--- config.mk ---
export PLATFORM = sky130hd
export DESIGN_NAME = tick_task_scheduler_table_core_flat
export DESIGN_NICKNAME = d
export VERILOG_FILES = /design/src/sv/tts_pkg.sv /design/src/sv/tts_chan_if.sv /design/src/sv/tts_slot_alu.sv /design/src/sv/tick_task_scheduler_table_core.sv /design/src/flat_wrapper.sv
export SDC_FILE = /design/constraint.sdc
export NUM_CORES = 1
export LEC_CHECK = 0
export ABC_AREA = 1
export BUFFER_PORTS_ARGS = -buffer_cell sky130_fd_sc_hd__buf_2
export CORE_UTILIZATION = 60
export CTS_CLUSTER_SIZE = 12
export DETAILED_ROUTE_END_ITERATION = 10
export HOLD_SLACK_MARGIN = 0.15
export PLACE_DENSITY = 0.83
export REMOVE_ABC_BUFFERS = 1
export SYNTH_ARGS = -nofsm -noshare
export SYNTH_HDL_FRONTEND = slang
export SYNTH_SLANG_ARGS = --single-unit
export TNS_END_PERCENT = 30
--- constraint.sdc ---
create_clock -name clock -period 9.35 [get_ports clock]
set_clock_uncertainty 0.2 [all_clocks]
set_input_delay 0.4675 -clock clock [delete_from_list [all_inputs] [get_ports clock]]
set_output_delay 0.4675 -clock clock [all_outputs]
set_load 0.03 [all_outputs]
--- src/sv/tts_pkg.sv ---
// shared types, command codes and widths of the tick task scheduler table
package tts_pkg;

   // field widths
   localparam int TAG_W    = 8;
   localparam int PERIOD_W = 24;
   localparam int SLOT_W   = 3;
   localparam int COUNT_W  = 4;

   // default table depth
   localparam int DEFAULT_TABLE_SLOTS = 8;

   // command codes
   localparam logic [1:0] CMD_TICK   = 2'd0;
   localparam logic [1:0] CMD_ADD    = 2'd1;
   localparam logic [1:0] CMD_REMOVE = 2'd2;
   localparam logic [1:0] CMD_CLEAR  = 2'd3;

   // one table entry, occupancy is kept by the fill count
   typedef struct packed {
      logic [TAG_W-1:0]    tag;
      logic [PERIOD_W-1:0] period;
      logic [PERIOD_W-1:0] countdown;
      logic                repeat_flag;
   } entry_type;

   // outcome of the shared slot unit
   typedef struct packed {
      logic      is_zero;
      entry_type dec_entry;
      entry_type reload_entry;
   } alu_result_type;

   // result fields gathered while a transaction is worked on
   typedef struct packed {
      logic              fired;
      logic [TAG_W-1:0]  fired_tag;
      logic [SLOT_W-1:0] fired_slot;
      logic              entry_lost;
   } result_type;

endpackage

--- src/sv/tts_chan_if.sv ---
// request and response channel interfaces of the tick task scheduler table
interface tts_req_if;
   import tts_pkg::*;

   logic                valid;
   logic                ready;
   logic [1:0]          cmd;
   logic [TAG_W-1:0]    task_tag;
   logic [PERIOD_W-1:0] period_ticks;
   logic                repeat_req;
   logic [SLOT_W-1:0]   slot_index;

   modport source (output valid, cmd, task_tag, period_ticks, repeat_req, slot_index,
                   input ready);
   modport sink (input valid, cmd, task_tag, period_ticks, repeat_req, slot_index,
                 output ready);
endinterface

interface tts_rsp_if;
   import tts_pkg::*;

   logic               valid;
   logic               ready;
   logic               fired;
   logic [TAG_W-1:0]   fired_tag;
   logic [SLOT_W-1:0]  fired_slot;
   logic               entry_lost;
   logic [COUNT_W-1:0] task_count;

   modport source (output valid, fired, fired_tag, fired_slot, entry_lost, task_count,
                   input ready);
   modport sink (input valid, fired, fired_tag, fired_slot, entry_lost, task_count,
                 output ready);
endinterface

--- src/sv/tts_slot_alu.sv ---
// shared slot unit: zero test, countdown decrement and reload of one entry
module tts_slot_alu (
   input  tts_pkg::entry_type      slot_entry,
   output tts_pkg::alu_result_type alu_out
);
   import tts_pkg::*;

   // zero compare and decrement share the countdown operand
   always_comb begin
      alu_out.is_zero                = (slot_entry.countdown == '0);
      alu_out.dec_entry              = slot_entry;
      alu_out.dec_entry.countdown    = slot_entry.countdown - PERIOD_W'(1);
      alu_out.reload_entry           = slot_entry;
      alu_out.reload_entry.countdown = slot_entry.period;
   end

endmodule

--- src/sv/tick_task_scheduler_table_core.sv ---
// top level of the tick task scheduler table: sequencer, entry memory and result register
//
// The block keeps a packed table of timed tasks in an entry memory with one write and
// one read port; the occupied slots are always a prefix, tracked by a fill count, so no
// clearing pass is needed after reset or clear. Every transaction gives exactly one
// response. The sequencer visits a slot as a registered memory read, then the shared
// slot unit and a write back: a tick scans the occupied slots up to the first that
// fires, and a one-shot that fires moves every later occupied slot up; an add moves
// the occupied slots down (the last is dropped when full) and writes the new entry to
// slot 0; a remove moves every later occupied slot up; a clear resets the fill count.
// The next request is accepted once the sequencer is idle, even while the previous
// response still waits to be taken.
module tick_task_scheduler_table_core #(
   parameter int TABLE_SLOTS = tts_pkg::DEFAULT_TABLE_SLOTS
) (
   input logic       clock,
   input logic       reset,
   tts_req_if.sink   req_chan,
   tts_rsp_if.source rsp_chan
);
   import tts_pkg::*;

   localparam int IDX_W = $clog2(TABLE_SLOTS);
   localparam int CNT_W = $clog2(TABLE_SLOTS + 1);
   localparam logic [CNT_W-1:0] FULL_COUNT = CNT_W'(TABLE_SLOTS);
   localparam logic [IDX_W-1:0] LAST_IDX   = IDX_W'(TABLE_SLOTS - 1);

   // sequencer states
   localparam logic [2:0] ST_IDLE = 3'd0;
   localparam logic [2:0] ST_READ = 3'd1;
   localparam logic [2:0] ST_EXEC = 3'd2;
   localparam logic [2:0] ST_WNEW = 3'd3;
   localparam logic [2:0] ST_DONE = 3'd4;

   logic [2:0]          state_ff, state_in;
   logic [1:0]          op_ff, op_in;
   logic [TAG_W-1:0]    tag_ff, tag_in;
   logic [PERIOD_W-1:0] period_ff, period_in;
   logic                repeat_ff, repeat_in;
   logic [IDX_W-1:0]    idx_ff, idx_in;
   logic [CNT_W-1:0]    count_ff, count_in;
   result_type          res_ff, res_in;
   result_type          out_ff, out_in;
   logic [COUNT_W-1:0]  out_count_ff, out_count_in;
   logic                out_valid_ff, out_valid_in;

   entry_type           mem_ff [TABLE_SLOTS];
   entry_type           rd_data_ff;
   logic                wr_en;
   logic [IDX_W-1:0]    wr_addr;
   entry_type           wr_data;
   entry_type           new_entry;
   alu_result_type      alu_out;

   logic                req_accept;
   logic [CNT_W-1:0]    idx_plus;
   logic                idx_more;
   logic                table_full;
   logic [CNT_W+2:0]    slot_ext;
   logic [CNT_W+2:0]    count_ext;
   logic [CNT_W+2:0]    slot_plus;
   logic [IDX_W+2:0]    idx_ext;
   logic [CNT_W+3:0]    count_out_ext;
   logic [IDX_W-1:0]    add_top;

   // shared slot unit on the registered read data
   tts_slot_alu u_slot_alu (
      .slot_entry (rd_data_ff),
      .alu_out    (alu_out)
   );

   // entry memory, one write and one registered read per cycle
   always_ff @(posedge clock) begin
      if (wr_en) begin
         mem_ff[wr_addr] <= wr_data;
      end
      rd_data_ff <= mem_ff[idx_ff];
   end

   // index and count arithmetic
   assign req_accept    = req_chan.valid && req_chan.ready;
   assign idx_plus      = CNT_W'(idx_ff) + CNT_W'(1);
   assign idx_more      = (idx_plus < count_ff);
   assign table_full    = (count_ff == FULL_COUNT);
   assign slot_ext      = {CNT_W'(0), req_chan.slot_index};
   assign count_ext     = {3'b000, count_ff};
   assign slot_plus     = slot_ext + (CNT_W + 3)'(1);
   assign idx_ext       = {3'b000, idx_ff};
   assign count_out_ext = {4'b0000, count_ff};
   assign add_top       = table_full ? LAST_IDX : count_ff[IDX_W-1:0];

   assign new_entry.tag         = tag_ff;
   assign new_entry.period      = period_ff;
   assign new_entry.countdown   = period_ff;
   assign new_entry.repeat_flag = repeat_ff;

   assign req_chan.ready = (state_ff == ST_IDLE);

   // sequencer
   always_comb begin
      state_in     = state_ff;
      op_in        = op_ff;
      tag_in       = tag_ff;
      period_in    = period_ff;
      repeat_in    = repeat_ff;
      idx_in       = idx_ff;
      count_in     = count_ff;
      res_in       = res_ff;
      out_in       = out_ff;
      out_count_in = out_count_ff;
      out_valid_in = out_valid_ff && !rsp_chan.ready;
      wr_en        = 1'b0;
      wr_addr      = idx_ff;
      wr_data      = alu_out.dec_entry;

      unique case (state_ff)
         ST_IDLE: begin
            if (req_accept) begin
               op_in     = req_chan.cmd;
               tag_in    = req_chan.task_tag;
               period_in = req_chan.period_ticks;
               repeat_in = req_chan.repeat_req;
               res_in    = '0;
               state_in  = ST_DONE;
               unique case (req_chan.cmd)
                  CMD_TICK: begin
                     if (count_ff != '0) begin
                        idx_in   = '0;
                        state_in = ST_READ;
                     end
                  end
                  CMD_ADD: begin
                     res_in.entry_lost = table_full;
                     if (add_top == '0) begin
                        state_in = ST_WNEW;
                     end else begin
                        idx_in   = add_top - IDX_W'(1);
                        state_in = ST_READ;
                     end
                  end
                  CMD_REMOVE: begin
                     // slots beyond the fill count are empty: nothing to do
                     if (slot_ext < count_ext) begin
                        if (slot_plus < count_ext) begin
                           idx_in   = slot_plus[IDX_W-1:0];
                           state_in = ST_READ;
                        end else begin
                           count_in = count_ff - CNT_W'(1);
                        end
                     end
                  end
                  default: begin
                     count_in = '0;
                  end
               endcase
            end
         end

         ST_READ: begin
            state_in = ST_EXEC;
         end

         ST_EXEC: begin
            unique case (op_ff)
               CMD_TICK: begin
                  wr_en = 1'b1;
                  if (!alu_out.is_zero) begin
                     wr_data = alu_out.dec_entry;
                     if (idx_more) begin
                        idx_in   = idx_plus[IDX_W-1:0];
                        state_in = ST_READ;
                     end else begin
                        state_in = ST_DONE;
                     end
                  end else begin
                     wr_data          = alu_out.reload_entry;
                     res_in.fired     = 1'b1;
                     res_in.fired_tag = rd_data_ff.tag;
                     res_in.fired_slot = idx_ext[2:0];
                     if (rd_data_ff.repeat_flag) begin
                        state_in = ST_DONE;
                     end else if (idx_more) begin
                        // one-shot: close the gap behind it
                        op_in    = CMD_REMOVE;
                        idx_in   = idx_plus[IDX_W-1:0];
                        state_in = ST_READ;
                     end else begin
                        count_in = count_ff - CNT_W'(1);
                        state_in = ST_DONE;
                     end
                  end
               end
               CMD_ADD: begin
                  wr_en   = 1'b1;
                  wr_addr = idx_ff + IDX_W'(1);
                  wr_data = rd_data_ff;
                  if (idx_ff == '0) begin
                     state_in = ST_WNEW;
                  end else begin
                     idx_in   = idx_ff - IDX_W'(1);
                     state_in = ST_READ;
                  end
               end
               CMD_REMOVE: begin
                  wr_en   = 1'b1;
                  wr_addr = idx_ff - IDX_W'(1);
                  wr_data = rd_data_ff;
                  if (idx_more) begin
                     idx_in   = idx_plus[IDX_W-1:0];
                     state_in = ST_READ;
                  end else begin
                     count_in = count_ff - CNT_W'(1);
                     state_in = ST_DONE;
                  end
               end
               default: begin
                  state_in = ST_DONE;
               end
            endcase
         end

         ST_WNEW: begin
            wr_en    = 1'b1;
            wr_addr  = '0;
            wr_data  = new_entry;
            count_in = table_full ? count_ff : count_ff + CNT_W'(1);
            state_in = ST_DONE;
         end

         ST_DONE: begin
            // hand the result over once the output register is free
            if (!out_valid_ff || rsp_chan.ready) begin
               out_in       = res_ff;
               out_count_in = count_out_ext[COUNT_W-1:0];
               out_valid_in = 1'b1;
               state_in     = ST_IDLE;
            end
         end

         default: begin
            state_in = ST_IDLE;
         end
      endcase
   end

   // control registers
   always_ff @(posedge clock) begin
      if (reset) begin
         state_ff     <= ST_IDLE;
         count_ff     <= '0;
         out_valid_ff <= 1'b0;
      end else begin
         state_ff     <= state_in;
         count_ff     <= count_in;
         out_valid_ff <= out_valid_in;
      end
   end

   // payload registers
   always_ff @(posedge clock) begin
      op_ff        <= op_in;
      tag_ff       <= tag_in;
      period_ff    <= period_in;
      repeat_ff    <= repeat_in;
      idx_ff       <= idx_in;
      res_ff       <= res_in;
      out_ff       <= out_in;
      out_count_ff <= out_count_in;
   end

   // response channel
   assign rsp_chan.valid      = out_valid_ff;
   assign rsp_chan.fired      = out_ff.fired;
   assign rsp_chan.fired_tag  = out_ff.fired_tag;
   assign rsp_chan.fired_slot = out_ff.fired_slot;
   assign rsp_chan.entry_lost = out_ff.entry_lost;
   assign rsp_chan.task_count = out_count_ff;

endmodule

--- src/flat_wrapper.sv ---
// flat-port wrapper written by rule: the top's interface ports become plain ports
module tick_task_scheduler_table_core_flat import tts_pkg::*;
#(
   parameter int TABLE_SLOTS = tts_pkg::DEFAULT_TABLE_SLOTS
)
  (clock, reset, req_chan_valid, req_chan_cmd, req_chan_task_tag, req_chan_period_ticks, req_chan_repeat_req, req_chan_slot_index, req_chan_ready, rsp_chan_valid, rsp_chan_fired, rsp_chan_fired_tag, rsp_chan_fired_slot, rsp_chan_entry_lost, rsp_chan_task_count, rsp_chan_ready);
  tts_req_if req_chan_i ();
  tts_rsp_if rsp_chan_i ();
  input logic clock;
  input logic reset;
  input wire logic [$bits(req_chan_i.valid)-1:0] req_chan_valid;
  input wire logic [$bits(req_chan_i.cmd)-1:0] req_chan_cmd;
  input wire logic [$bits(req_chan_i.task_tag)-1:0] req_chan_task_tag;
  input wire logic [$bits(req_chan_i.period_ticks)-1:0] req_chan_period_ticks;
  input wire logic [$bits(req_chan_i.repeat_req)-1:0] req_chan_repeat_req;
  input wire logic [$bits(req_chan_i.slot_index)-1:0] req_chan_slot_index;
  output wire logic [$bits(req_chan_i.ready)-1:0] req_chan_ready;
  output wire logic [$bits(rsp_chan_i.valid)-1:0] rsp_chan_valid;
  output wire logic [$bits(rsp_chan_i.fired)-1:0] rsp_chan_fired;
  output wire logic [$bits(rsp_chan_i.fired_tag)-1:0] rsp_chan_fired_tag;
  output wire logic [$bits(rsp_chan_i.fired_slot)-1:0] rsp_chan_fired_slot;
  output wire logic [$bits(rsp_chan_i.entry_lost)-1:0] rsp_chan_entry_lost;
  output wire logic [$bits(rsp_chan_i.task_count)-1:0] rsp_chan_task_count;
  input wire logic [$bits(rsp_chan_i.ready)-1:0] rsp_chan_ready;
  assign req_chan_i.valid = req_chan_valid;
  assign req_chan_i.cmd = req_chan_cmd;
  assign req_chan_i.task_tag = req_chan_task_tag;
  assign req_chan_i.period_ticks = req_chan_period_ticks;
  assign req_chan_i.repeat_req = req_chan_repeat_req;
  assign req_chan_i.slot_index = req_chan_slot_index;
  assign req_chan_ready = req_chan_i.ready;
  assign rsp_chan_valid = rsp_chan_i.valid;
  assign rsp_chan_fired = rsp_chan_i.fired;
  assign rsp_chan_fired_tag = rsp_chan_i.fired_tag;
  assign rsp_chan_fired_slot = rsp_chan_i.fired_slot;
  assign rsp_chan_entry_lost = rsp_chan_i.entry_lost;
  assign rsp_chan_task_count = rsp_chan_i.task_count;
  assign rsp_chan_i.ready = rsp_chan_ready;
  tick_task_scheduler_table_core #(.TABLE_SLOTS(TABLE_SLOTS)) u_core (.clock(clock), .reset(reset), .req_chan(req_chan_i), .rsp_chan(rsp_chan_i));
endmodule
======== Yosys cells after proc, flatten, opt, wreduce, memory -nomap -nowiden ========
Memory sizes are Yosys's and may differ from the RTL's. A register that Yosys moved wholly into a read port is not among the register bits.
Cells that the tools add are included.
storage, ports and cells
  flip-flop bits (word level) ............. 76
  bits in writable memories ............... 456
  input bits .............................. 42
  output and inout bits ................... 19
  memories kept ........................... 1
memories
  memory         words  width  read ports  clocked after Yosys merged registers in  wr ports  line                                  RTL
  u_core.mem_ff  8      57     1           1                                        1         tick_task_scheduler_table_core.sv:47  entry_type mem_ff [TABLE_SLOTS];
operators by class
  $add $sub $neg .......................... 8
  order comparisons ....................... 3
  eq/ne operators ......................... 29
  multiplexer cells ....................... 58
  reductions and logical operators ........ 24
operators by type and width
  kind                   count
  $pmux 57 s2            1
  $mux 3                 18
  $pmux 25 s2            1
  $pmux 3 s3             4
  $mux 4                 7
  $mux 25                1
  $logic_not 24->1       1
  $mux 12                2
  $ne 3x3->1 const B     8
  $pmux 12 s2            1
  $sub 24x1->24 const B  1
  $pmux 3 s2             3
  $pmux 4 s2             2
  $pmux 3 s5             1
  $mux 2                 7
  $mux 13                1
  $ne 4x4->1 const B     3
  $pmux 4 s3             1
  $ne 2x2->1 const B     5
  $reduce_and 10->1      1
  $logic_not 3->1        3
  $reduce_and 9->1       1
  $add 3x1->4 const B    2
  $lt 7x4->1             1
  29 further kinds       46

======== Depth between registers and ports, before layout ========
  depth after elaboration ................. 7
  gate-level depth with buffers ........... 19
  gate-level depth less buffers ........... 15

======== By module ========
A second synthesis with hierarchy kept.
second synthesis, totals
  cells, all modules ...................... 2381
  area total of the unflattened synthesis .. 25938.6 µm²
modules (own cells, without submodules)
  module                          instances  cells an instance  area an instance (µm²)
  tick_task_scheduler_table_core  1          2157               24562.3
  tts_slot_alu                    1          224                1376.3

======== Worst setup path after synthesis ========
Ideal clock, no wire load.
  path type ............................... reg-to-reg
  start point ............................. register u_core.idx_ff[0]
  end point ............................... memory u_core.mem_ff[2][0] (netlist bit) (enable)
  library setup time ...................... 472 ps
  data arrival time ....................... 4280 ps
  required time ........................... 8678 ps
  path slack .............................. 4397 ps
  cell stages (with the launch flop) ...... 14
  buffers on the path ..................... 4
  period minus slack after synthesis ...... 4953 ps
  cell sequence ........................... edfxtp_1 -> buf_2 -> inv_2 -> buf_4 -> buf_4 -> buf_2 -> ha_1 -> xor2_1 -> a22o_1 -> nand3_1 -> o21ai_0 -> inv_1 -> nand2_1 -> nor2_1
between the ends
  cells in the longest elaborated chain, start to end .. 3
  elaborated cells on any way between the ends .. 4
  those cells by class .................... add/sub (2); mux (2)
ends and longest elaborated chain
  element                                            line                                                                          RTL
  start: declaration                                 tick_task_scheduler_table_core.sv:40                                          logic [IDX_W-1:0] idx_ff, idx_in;
  start signal: assignment                           tick_task_scheduler_table_core.sv:265                                         idx_ff <= idx_in;
  $sub 3x1->3 / $add 3x1->3 (equally long branches)  tick_task_scheduler_table_core.sv:206, tick_task_scheduler_table_core.sv:195
  $pmux 3 s2                                         tick_task_scheduler_table_core.sv:164                                         unique case (op_ff)
  $pmux 3 s2 (*)                                     tick_task_scheduler_table_core.sv:116                                         unique case (state_ff)
  end: declaration                                   tick_task_scheduler_table_core.sv:47
Mark *: on every way between the ends. The rest lies on a longest branch, timed or not.

======== Worst setup path in the final report ========
  start point ............................. register u_core.state_ff[1]
  end point ............................... memory u_core.mem_ff[1][56] (netlist bit) (enable)
between the ends
  cells in the longest elaborated chain, start to end .. 4
  elaborated cells on any way between the ends .. 6
  those cells by class .................... eq/ne (2); mux (4)
ends and longest elaborated chain
  element                       line                                   RTL
  start: declaration            tick_task_scheduler_table_core.sv:35   logic [2:0] state_ff, state_in;
  start signal: assignment      tick_task_scheduler_table_core.sv:253  state_ff <= state_in;
  $eq 3x2->1                    tick_task_scheduler_table_core.sv:116
  $pmux 1 s2                    tick_task_scheduler_table_core.sv:116
  $mux 1                        tick_task_scheduler_table_core.sv:74   if (wr_en) begin
  $mux 1 (not written as such)  tick_task_scheduler_table_core.sv:75   mem_ff[wr_addr] <= wr_data;
Parallel ways exist; a longest one is shown, timed or not.

==> summary.txt <==
Die
  – Die area: 0.04116 sq mm
  – Row cnt: 73
  – Chip height: a little over 200 microns
  – Ports: 61
  – Die Wd: 202.9 microns
  – Initial Utilization: 0.6094
  – Placeable Area: 0.03973 sq mm

Routing
  – Iteration-0 DRC Markers: ~1900
  – Routed WL: roughly 57000 microns
  – Detailed-route DRC error count: 0
  – Routed len/inst: 20.95 microns
  – Final antenna-violating net count: 0
  – Drt first pass iters: 6
  – Routed vias/inst: 6.053
  – Via Count: 16490

Power
  – Power share of the clock group: 0.329
  – Max VDD drop: 0.0001929 V
  – Cell area power density: 249.7 mW/mm^2
  – P_sw: between 1.5 and 2 mW
  – P_leak: 9.546 nW
  – Switching share of power: 0.2876
  – Combinational power share: 0.180
  – Int Power: 4.821 mW
  – Reg power frac: 0.491

Clocking
  – Root Buffer: clkbuf_16
  – Cts hold-fix bufs: 38
  – Sink Count: 589
  – Clock-pin slew on the worst setup and hold paths: around 0.060 ns
  – Num CTS Buffers: 58
  – CTS H-tree depth: 2
  – TritonCTS clock tree: yes
  – Clock buffer depth: 3
  – Post-CTS setup buffer count: 0
  – Clk_lat worst skew: 0.64 ns
  – Post_cts resized: 0

Synthesis
  – Yosys top cell by area: edfxtp_1
  – Synth top area share: 0.6498
  – Cells after Synth: 2087
  – Async SR Flop Fraction: 0
  – Yosys warning count: 0
  – Top_reg_cell synth: edfxtp_1
  – Flops & latches, synth: 589
  – EDFF count, synth: 524
  – Library cells used by synthesis: 48
  – Sequential-to-total area share from yosys stat: 0.7036
  – Top cells by area, synth: edfxtp_1 (65%), nor2_1 (7.4%), o21ai_0 (6.1%)
  – Syn Area/Cell: 11.60 sq um
  – Mapped cell area: 0.02421 sq mm

Cells and area
  – FF+latch area: around 0.017 sq mm
  – Area grow syn2layout: 11.94%
  – Fillers: 2704
  – Commonest non-fill, non-tap cell in the layout: edfxtp_1
  – Ratio of cells with drive above 1 in the final layout: 0.09823
  – Multi-input combinational cell area: approximately 0.0064 sq mm
  – Final nets: 2218
  – Most frequent cells in the layout: edfxtp_1 (524), nor2_1 (470), o21ai_0 (294)
  – Number of antenna diodes: 0
  – Fin area: 0.02710 sq mm

Global routing
  – Vias in the first global route: 16440
  – Total gr overflow: 0
  – Initial antenna violation count: 0
  – Largest net degree at the start of global routing: 231
  – GRT Overall Usage: 0.2792
  – First-pass GRT wire length: 88360 microns

STA
  – Min Tclk post-route: 4.756 ns
  – Fin crit share: 0.5087
  – Fmax: 210.3 MHz
  – TNS Setup: 0 ns
  – Final setup viols: 0
  – Least-Margin Pin Slew: 1.126 ns
  – Worst slew margin: 0.2493
  – Slew Limit Fails: 0
  – Final Hold Fails: 0
  – RSZ-0062 raised after global routing: false

Critical path
  – CP Cell Sequence: inv_2 > nor2_4 > nand2_2 > inv_2 > a22oi_1 > inv_1 > nand2_1 > nor2_4 > buf_4
  – Crit start category: flip-flop
  – Largest stage delay on the critical path: about 0.78 ns
  – Reg-to-reg startpoint: u_core.state_ff[1]$_SDFFE_PP0P_
  – Worst setup path start: u_core.state_ff[1]$_SDFFE_PP0P_
  – Crit-path max FO: 36
  – CP Capture Type: flip-flop
  – WP data required: 9.38 ns
  – Worst Path Arrival: 4.79 ns
  – Critical path type: flip-flop to flip-flop
  – Worst path slowest cell: nor2_4

Min path
  – HP Class: flip-flop to flip-flop
  – Hold_sp: u_core.res_ff[0]$_SDFFCE_PN0P_

Place
  – Final GP Congestion: 0.9131
  – PortBufs: 60
  – Cell Area, Placed: 0.02490 sq mm
  – Post-DP HPWL: 31190 microns

Status
  – Status: complete, no violations

Flow run
  – Max-Cap Viols: 0
-- power groups by stage --
stage	Combinational, mW	Clock, mW	Sequential, mW
floorplan	0.771	0	3.38
global placement	1.12	0	3.37
detailed placement	1.17	0	3.37
CTS	1.20	2.25	3.32
global route	1.34	2.35	3.34
finish	1.21	2.23	3.33
-- worst max-delay path: cells and delay by family (launching register included) --
kind                   cells  cell delay [ns]
AO/OA/AOI/OAI              1             0.16
buffers and inverters      4             1.39
flip-flops                 1             0.39
AND/OR/NAND/NOR            4             2.21
-- stage by stage --
stage | power (mW) | setup slack [ns] | util | hold WS [ns] | std cells
floorplan | 4.155 | -1.483 | - | 0.2003 | 1976
global placement | 4.488 | 4.872 | 0.6266 | 0.2056 | 2578
detailed placement | 4.547 | 4.720 | 0.6266 | 0.2070 | 2578
CTS | 6.768 | 4.729 | 0.6822 | 0.2096 | 2724
global route | 7.030 | 4.438 | 0.6822 | 0.2284 | 2724
finish | 6.768 | 4.594 | 0.6822 | 0.2228 | 2724
-- cells in the mapped netlist (10+ instances only) --
| master | number |
|---|---|
| inv_1 | 72 |
| xor2_1 | 19 |
| nand3_1 | 35 |
| a21oi_1 | 38 |
| dfxtp_1 | 65 |
| o21ai_0 | 294 |
| o21ai_1 | 11 |
| nand2_1 | 197 |
| ha_1 | 25 |
| buf_2 | 23 |
| nand2_2 | 10 |
| clkbuf_1 | 68 |
| nor2_1 | 479 |
| inv_2 | 15 |
| o22ai_1 | 61 |
| buf_1 | 10 |
| a31oi_1 | 59 |
| edfxtp_1 | 524 |
-- routing by layer --
metal	part of all wire	up-vias	GRT usage
met5	0	-	0
met4	0.035	0	0.1302
met3	0.085	141	0.03371
met2	0.49	864	0.4612
met1	0.39	7968	0.3725
li1	-	7515	-
-- final cells by class --
cell class	instances	share of cell area
clock buffer	97	0.06153
sequential	589	0.6285
tap	525	0.02423
clock inverter	11	0.005909
multi-input combinational	1299	0.2370
inverter	88	0.01246
timing repair buffer	115	0.03028
-- logic make-up after synthesis --
kind of cell | share of synthesized area
and+or+nand+nor | 0.1296
DFF | 0.7036
AOI/OAI and AO/OA | 0.1097
buffers and inverters | 0.03405
xor gates and xnor gates | 0.01013
adders and majority gates | 0.01292
-- state kept, by name (all words and copies together), names as in the netlist, 2 cells and up --
register / flops
u_core.period_ff: 24
u_core.rd_data_ff: 57
u_core.rsp_chan.task_count: 4
u_core.idx_ff: 3
u_core.state_ff: 3
u_core.mem_ff: 456
u_core.count_ff: 4
u_core.rsp_chan.fired_slot: 3
u_core.rsp_chan.fired_tag: 8
u_core.res_ff: 13
u_core.op_ff: 2
u_core.tag_ff: 8
-- final timing paths --
check | endpoint | slack [ns] | cells past startpoint
worst max-delay path | u_core.mem_ff[1][56]$_DFFE_PP_ | 4.59 | 9
worst min-delay path | u_core.rsp_chan.entry_lost$_DFFE_PP_ | 0.22 | 0
worst max register to register | u_core.mem_ff[1][56]$_DFFE_PP_ | 4.59 | 9
worst min register to register | u_core.rsp_chan.entry_lost$_DFFE_PP_ | 0.22 | 0
Power figures use the tool's default switching activity.
